$ cat config.mk
export PLATFORM = sky130hd
export DESIGN_NAME = flha_need
export DESIGN_NICKNAME = d
export VERILOG_FILES = /design/src/hdl/flha_pkg.sv /design/src/hdl/flha_need.sv
export SDC_FILE = /design/constraint.sdc
export NUM_CORES = 1
export LEC_CHECK = 0
export BUFFER_PORTS_ARGS = -buffer_cell sky130_fd_sc_hd__buf_2
export CORE_MARGIN = 3
export CORE_UTILIZATION = 40
export DETAILED_ROUTE_END_ITERATION = 6
export PLACE_DENSITY = 0.64
export SYNTH_ARGS = -nofsm -noshare
export SYNTH_HDL_FRONTEND = slang
export SYNTH_SLANG_ARGS = --single-unit
export TNS_END_PERCENT = 30
$ cat constraint.sdc
create_clock -name aclk -period 6.5 [get_ports aclk]
set_clock_uncertainty 0.2 [all_clocks]
set_input_delay 0.65 -clock aclk [delete_from_list [all_inputs] [get_ports aclk]]
set_output_delay 0.65 -clock aclk [all_outputs]
set_load 0.05 [all_outputs]
$ cat src/hdl/flha_pkg.sv
// Shared constants, types and state codes of the free-list heap allocator.
// No dependencies.
package flha_pkg;

    localparam int HEAP_UNITS = 4096;
    localparam int UNIT_BYTES = 16;
    localparam int UB_SHIFT   = $clog2(UNIT_BYTES);
    localparam int AW         = $clog2(HEAP_UNITS + 1);
    localparam int DEPTH      = HEAP_UNITS + 1;
    localparam int WALK_LIMIT = 2 * HEAP_UNITS + 8;
    localparam int SW         = $clog2(WALK_LIMIT + 2);
    localparam int CHUNK_W    = 13;
    localparam logic [CHUNK_W-1:0] CHUNK_RESET = 13'd1024;

    localparam logic KIND_ALLOC = 1'b0;
    localparam logic KIND_FREE  = 1'b1;

    typedef struct packed {
        logic [AW-1:0] need;
        logic          too_big;
    } need_t;

    typedef enum logic [11:0] {
        ST_CLEAR   = 12'b000000000001,
        ST_IDLE    = 12'b000000000010,
        ST_NEED    = 12'b000000000100,
        ST_A_LINK  = 12'b000000001000,
        ST_A_SIZE  = 12'b000000010000,
        ST_A_SPLIT = 12'b000000100000,
        ST_GROW    = 12'b000001000000,
        ST_R_CHK   = 12'b000010000000,
        ST_R_SIZE  = 12'b000100000000,
        ST_R_WALK  = 12'b001000000000,
        ST_R_NEXT  = 12'b010000000000,
        ST_R_PREV  = 12'b100000000000
    } state_t;

endpackage

$ cat src/hdl/flha_need.sv
// Request sizing: registered byte product, rounded up to units plus one header.
// Depends on flha_pkg.
module flha_need (
    input  logic                 aclk,
    input  logic                 load,
    input  logic [15:0]          element_count,
    input  logic [15:0]          element_size,
    output flha_pkg::need_t      need_out
);

    logic [31:0] prod_reg;
    logic [32:0] sum;
    logic [32:0] units;
    logic [32:0] need_full;

    always_ff @(posedge aclk) begin
        if (load) begin
            prod_reg <= element_count * element_size;
        end
    end

    always_comb begin
        sum       = {1'b0, prod_reg} + 33'(flha_pkg::UNIT_BYTES - 1);
        units     = sum >> flha_pkg::UB_SHIFT;
        need_full = units + 33'd1;
        need_out.too_big = need_full > 33'(flha_pkg::HEAP_UNITS);
        need_out.need    = need_full[flha_pkg::AW-1:0];
    end

endmodule

==> impl_summary.md, run 1 <==
Clock network
The number of sinks on the clock net is 32. Clock-pin slew was measured on the worst setup and hold paths at 0.05 ns. The longest clock path from root to sink contains 2 buffers. The number of H-tree levels is 2. The total CTS buffers is 5.

The clock tree from TritonCTS is done. In this run the clock root is driven by a clkbuf_16.

Placed design
The quantity of I/O buffers inserted on ports is 47. Once detailed placement completed, the half-perimeter wirelength came to 22000 um. The global placer's final weighted congestion is 0.882.

Synthesis
After synthesis the cells add up to 0.0105 mm^2. In this run, synthesis inferred 32 flip-flops with an integrated enable. The commonest cells after synthesis are inv_1 (248), fa_1 (194), nand2_1 (160), and2_1 (126), ha_1 (105). The most used standard cell by instance count after synthesis is inv_1. The number of different library cells used by synthesis comes to 59. The synthesized area divided by synthesized cell count is 8.83 um^2.

The number of storage elements in the synthesis netlist is 32. The share of synthesized area occupied by flip-flops and latches is 9.13%. The cell count after synthesis came out at 1192. The largest area contributor in the netlist is fa_1. The area fraction of the dominant cell type after synthesis is 36.9%. The count of yosys warnings during synthesis is 0. The number of nets produced by synthesis is 1525.

Ranked by total cell area, the synthesized netlist is headed by fa_1 (37%), ha_1 (12%), edfxtp_1 (9.1%). The dominant register cell in the synthesized netlist is edfxtp_1. The async set-reset flop share out of synthesis is 0%.

Timing
The maximum frequency from static timing analysis is 0.158 GHz. The max-slew violation count is 0. Adding up every negative setup slack in the final design gives 0 ns. Setup repair after global routing could not meet its margin everywhere. The pin slew with the least headroom to its limit is 0.699 ns. Final hold analysis gives a worst-case slack of 0.736 ns.

The time the worst path needs with I/O delays and setup is 6.33 ns. In this run the tightest slew margin relative to its limit is 53.0%. The final critical-path share of the clock period is 97.3%. The final-report hold violation count is 0.

Setup violations remaining at the end of the flow were counted as 0.

Global routing
The total grt overflow is 0. The initial antenna violation count was 0. The overall fraction of global-route tracks in use is 18.1%. The first global-routing pass estimated 42500 um of wire. The via count of the first global-routing pass is 8669. The largest net degree at the start of global routing is 33.

Hold path
The number of instances on the worst hold path is 2. In this run the worst hold path is classified as input port to flop. The hold path startpoint is element_size[0]. For hold timing, the worst endpoint is prod_reg[0].

Die
The die height is 168 um. The initial cell density of the core is 41.2%. The area inside the core boundary is 0.0255 mm^2. The floorplan step set the die width to 168 um. The number of rows in the core area is 58. The area of the die is 0.0283 mm^2. The I/O pin count is 48.

Worst setup path
Traced cell by cell, the critical path runs through buf_4 -> buf_4 -> and2_1 -> fa_1 -> inv_1 -> fa_1 -> inv_1 -> fa_1 -> fa_1 -> fa_1 -> inv_1 -> fa_1 -> inv_1 -> ha_4 -> nand3_1 -> or3_1 -> o21ai_4 -> a21oi_4 -> a31oi_4 -> and4_1 -> nor3_2. The critical path required time is 6.31 ns. The data arrival time of the critical path is 6.14 ns. The most common cell type on the critical path is fa_1.

STA classifies the critical path endpoint as a flop. The category of the critical setup timing path is input port to flop. The worst setup path is launched from an input port. In this run the worst path has a maximum fanout of 10. The slowest stage of the critical path belongs to the cell fa_1.

The delay contributed by the slowest stage of the critical path is 0.54 ns.

Finish
Relative to the synthesized area, the layout overhead comes to 16.2%. The fill cell total of the finished layout is 2516. The number of antenna repair diodes is 0. The net count reported at finish is 1652. The flip-flop count of the largest register, all copies and words added is 32.

The fraction of layout cells with a size suffix above 1 is 14.9%.

Detailed routing
The total length of routed wires is 25000 um. The count of nets left with antenna violations once routing finished came out at 0. The average via count per standard cell is 5.09. In this run, the number of DRC markers left after iteration 0 of detailed routing was 385. The detailed-routing iteration count for the pre-antenna-repair pass is 5. The detail-routed net length per standard cell is 15.1 um. For this run, design rule violations remaining after detail routing come to 0. The via count of the routed design is 8399.

Run
The number of max-cap violations is 0.

Status
The flow ran to the end, and the final reports show no timing, DRC or antenna violations.
## cells by family after synthesis
| group | share of synthesized area (%) |
|---|---|
| XOR/XNOR | 3.74 |
| flip-flops | 9.13 |
| multiplexers | 0.202 |
| adder cells (fa/ha/maj) | 49.4 |
| buffers and inverters | 10.2 |
| AND/OR/NAND/NOR | 19.6 |
| AO/OA/AOI/OAI | 7.82 |
## cell type report
type                    count  area [um^2]  area share [%]
clock buffers               5          125            1.02
well taps                 330          413            3.37
clock inverters             2         7.51          0.0614
flip-flops and latches     32          961            7.85
multi-input cells         876         8720            71.3
inverters                 248          931            7.61
repair buffers            156         1070            8.77
## worst max-delay path, delay by kind of cell
family | cells | cell delay [ns]
AO/OA/AOI/OAI | 3 | 0.58
adder cells (fa/ha/maj) | 7 | 3.37
buffers and inverters | 6 | 0.54
AND/OR/NAND/NOR | 5 | 0.99
## cell usage in the layout, fill, tap and decap left out, drive strengths merged, types with 3 or more instances in the layout
master and instances:
a2111oi 4, a211oi 7, a21o 5, a21oi 34, a31oi 6, and2 126
and3 10, and4 3, buf 150, clkbuf 11, edfxtp 32, fa 194
ha 105, inv 248, nand2 160, nand2b 9, nand3 16, nand4 10
nor2 36, nor2b 4, nor3 10, nor4 6, o211ai 5, o21a 5
o21ai 22, o21bai 7, o41ai 3, or3 6, or4 6, xnor2 36
xor2 9
## per-layer routing
metal  vias up  track usage [%]  wire length [um]  share of wire (%)
met3        31             1.76               914                3.7
met5         -                0                 0                  0
li1       3994                -                 -                  -
met1      4183             24.7             11000                 44
met4         0             3.70               428                1.7
met2       191             31.7             12600                 50
## per-stage QoR
step / area [um^2] / setup slack (ns) / cells / util (%)
3_3_place_gp: 11900 / -0.310 / 1643 / 46.5
4_1_cts: 12000 / 0.0174 / 1650 / 47.1
6_report: 12200 / 0.173 / 1649 / 47.9
5_1_grt: 12200 / -0.0414 / 1649 / 47.9
2_1_floorplan: 10500 / -0.00506 / 1192 / -
3_5_place_dp: 11900 / -0.406 / 1643 / 46.5
## worst max-delay path by stage
stage	slack [ns]	start	endpoint
3_3_place_gp	-0.31	element_count[5]	prod_reg[25]
6_report	0.17	element_size[6]	prod_reg[31]
4_1_cts	0.02	element_size[6]	prod_reg[31]
5_1_grt	-0.04	element_count[6]	prod_reg[30]
2_1_floorplan	-0.005	element_size[6]	prod_reg[30]
3_5_place_dp	-0.41	element_count[5]	prod_reg[31]
## repair_timing
item                       4_1_cts  5_1_grt
gates resized for setup          6       41
hold buffers                     0        0
buffers inserted                 0        0
pin swaps                        2       23
setup endpoints to repair        4        6
Power of run 1 is not shown: default switching activity piles up to over one toggle a cycle in this logic, so the estimate is an artifact.
==> run 2, diff against run 1 <==
- CORE_MARGIN: 3 -> default
==> impl_summary.md, run 2 (synthesis results as in run 1) <==
Finish
The number of antenna repair diodes came to 0 (unchanged). The area used by multi-input combinational logic is 0.00877 mm^2 (was 0.00872 mm^2). The net count reported at finish is 1654 (was 1652).

The most common cell after layout, fill and taps aside is inv_1 (unchanged). The flip-flop count of the largest register, all copies and words added is 32 (unchanged). The final standard cell area without fillers is 0.0123 mm^2 (was 0.0122 mm^2). The signed area change from the synthesized netlist to the final layout is 16.9% (was 16.2%). The fill cell total of the finished layout is 2520 (was 2516).

The sequential standard cell area is 961 um^2 (unchanged). The fraction of layout cells with a size suffix above 1 came to 16.0% (was 14.9%). The final standard cell count with taps included and fillers excluded came to 1656 (was 1649).

Most frequent cells in the layout: inv_1 (248), fa_1 (188), nand2_1 (159), and2_1 (121), buf_4 (112) (was inv_1 (247), fa_1 (194), nand2_1 (160), and2_1 (122), buf_4 (111)).

Detailed routing
The number of routed nets with antenna violations is 0 (unchanged). The detail-routed net length per standard cell came to 14.7 um (was 15.1 um). The total length of routed wires is 24400 um (was 25000 um). The DRC violation count after routing is 0 (unchanged). The detailed-routing iteration count for the pre-antenna-repair pass is 5 (unchanged). The average via count per standard cell is 5.07 (was 5.09). The via count of the routed design was 8394 (was 8399). The iteration-0 DRC count of the detailed router is 435 (was 385).

Placed design
The placed cell count is 1646 (was 1643). The global placer's final weighted congestion is 0.868 (was 0.882). The pre-CTS setup slack was -0.408 ns (was -0.406 ns). The placed wire-length estimate was 21600 um (was 22000 um). The quantity of I/O buffers inserted on ports is 47 (unchanged). The area of placed instances was 0.0119 mm^2 (about the same).

Status
Run status: complete, no violations (unchanged).

Worst setup path
The slowest cell on the critical path is fa_1 (unchanged). The first element of the critical path is element_count[4] (was element_size[6]). The critical path capture point type is a flop (unchanged). The capturing element of the worst setup path is prod_reg[25] (was prod_reg[31]). The delay contributed by the slowest stage of the critical path was 0.54 ns (about the same). The data arrival time of the critical path came to 6.13 ns (was 6.14 ns). The critical path required time is 6.33 ns (was 6.31 ns). The highest net fanout along the worst path is 8 (was 10). Series of cell instances along the critical path: buf_2 -> buf_4 -> and2_1 -> fa_1 -> inv_1 -> fa_1 -> fa_2 -> inv_1 -> ha_1 -> fa_1 -> inv_1 -> fa_1 -> inv_1 -> ha_4 -> a2111oi_0 -> o211ai_1 -> nand2_1 -> o21ai_2 -> o41ai_2 -> o21bai_1 -> a21oi_1 -> xnor2_1 (was buf_4 -> buf_4 -> and2_1 -> fa_1 -> inv_1 -> fa_1 -> inv_1 -> fa_1 -> fa_1 -> fa_1 -> inv_1 -> fa_1 -> inv_1 -> ha_4 -> nand3_1 -> or3_1 -> o21ai_4 -> a21oi_4 -> a31oi_4 -> and4_1 -> nor3_2). The kind of launch point of the worst setup path was an input port (unchanged). The category of the critical setup timing path was input port to flop (unchanged).

Clock network
The root buffer selected by CTS is clkbuf_16 (unchanged). The total CTS buffers is 5 (unchanged). The number of H-tree levels is 2 (unchanged). The clock tree buffer depth is 2 (unchanged).

The clock tree from TritonCTS is done (unchanged). The clock-pin transition on the worst setup and hold timing paths is 0.05 ns (about the same). The cts-stage hold buffer count came to 0 (unchanged). The number of sinks on the clock net came to 32 (unchanged).

Timing
The max-slew violation count is 0 (unchanged). The setup slack of the critical path after layout is 0.195 ns (was 0.173 ns). The time the worst path needs with I/O delays and setup is 6.31 ns (was 6.33 ns). The maximum frequency from static timing analysis is 0.159 GHz (was 0.158 GHz). The final-report hold violation count came to 0 (unchanged). The final critical-path share of the clock period came to 97.0% (was 97.3%). The pin slew with the least headroom to its limit is 0.855 ns (was 0.699 ns). The headroom to the max-slew limit is 42.5% (was 53.0%). The final setup violation count is 0 (unchanged). The total negative setup slack is 0 ns (unchanged).

Die
The die height came to 164 um (was 168 um). The I/O pin count was 48 (unchanged). The initial cell density of the core is 40.6% (was 41.2%). The area inside the core boundary is 0.0259 mm^2 (was 0.0255 mm^2). The area of the die is 0.0270 mm^2 (was 0.0283 mm^2). The horizontal extent of the die came to 164 um (was 168 um).

The number of rows in the core area was 59 (was 58).

Hold path
The class of the most critical hold timing path is input port to flop (unchanged).

Global routing
The total grt overflow is 0 (unchanged). The via count of the first global-routing pass was 8518 (was 8669). The largest net degree at the start of global routing is 33 (unchanged). The overall fraction of global-route tracks in use came to 18.8% (was 18.1%). The global-route wire length before repair is 40700 um (was 42500 um).

The initial antenna violation count was 0 (unchanged).

Run
The number of max-cap violations is 0 (unchanged).
## run 2: cell count changes in the layout (fill, tap and decap cells not counted), sizes merged
cell / delta
buf: +5
clkbuf: -3
## run 2: area by class of cell
class,count,area share (%)
inverters,248,7.56
clock inverters,2,0.0610
clock buffers,5,1.02
flip-flops and latches,32,7.81
well taps,335,3.41
multi-input cells,876,71.3
repair buffers,158,8.87
## run 2: per-layer routing
layer	wire length [um]	up-vias	part of all wire (%)	GRT usage, %
li1	-	3996	-	-
met1	11000	4178	45	25.9
met2	12100	189	50	32.9
met3	943	31	3.9	1.21
met4	318	0	1.3	3.20
met5	0	-	0	0
## run 2: worst min-delay path by stage
| stage | slack [ns] | cells past startpoint | startpoint | to |
|---|---|---|---|---|
| after global routing | 0.75 | 2 | element_size[0] | prod_reg[0] |
| final | 0.72 | 2 | element_size[0] | prod_reg[0] |
| after global placement | 1.02 | 2 | element_size[0] | prod_reg[0] |
| after CTS | 0.72 | 2 | element_size[0] | prod_reg[0] |
| after floorplan | 0.56 | 0 | load | prod_reg[0] |
| after detailed placement | 1.01 | 2 | element_size[0] | prod_reg[0] |
## run 2: through the flow
| stage | util, % | hold WS (ns) |
|---|---|---|
| CTS | 46.4 | 0.724 |
| floorplan | - | 0.562 |
| global placement | 45.8 | 1.02 |
| detailed placement | 45.8 | 1.01 |
| global route | 47.5 | 0.752 |
| finish | 47.5 | 0.723 |
## run 2: critical path: cells and delay by family
kind	cells	cell delay, ns
xor gates and xnor gates	1	0.08
buffers and inverters	6	0.55
and+or+nand+nor	2	0.34
adders and majority gates	7	3.18
AOI/OAI and AO/OA	6	1.31
## run 2: what timing repair did
action | in CTS | in global routing
buffers inserted | 0 | 4
pin swaps | 1 | 36
endpoints found under the setup margin | 4 | 7
resized for setup | 5 | 53
Power of run 2 is left out for the same reason.
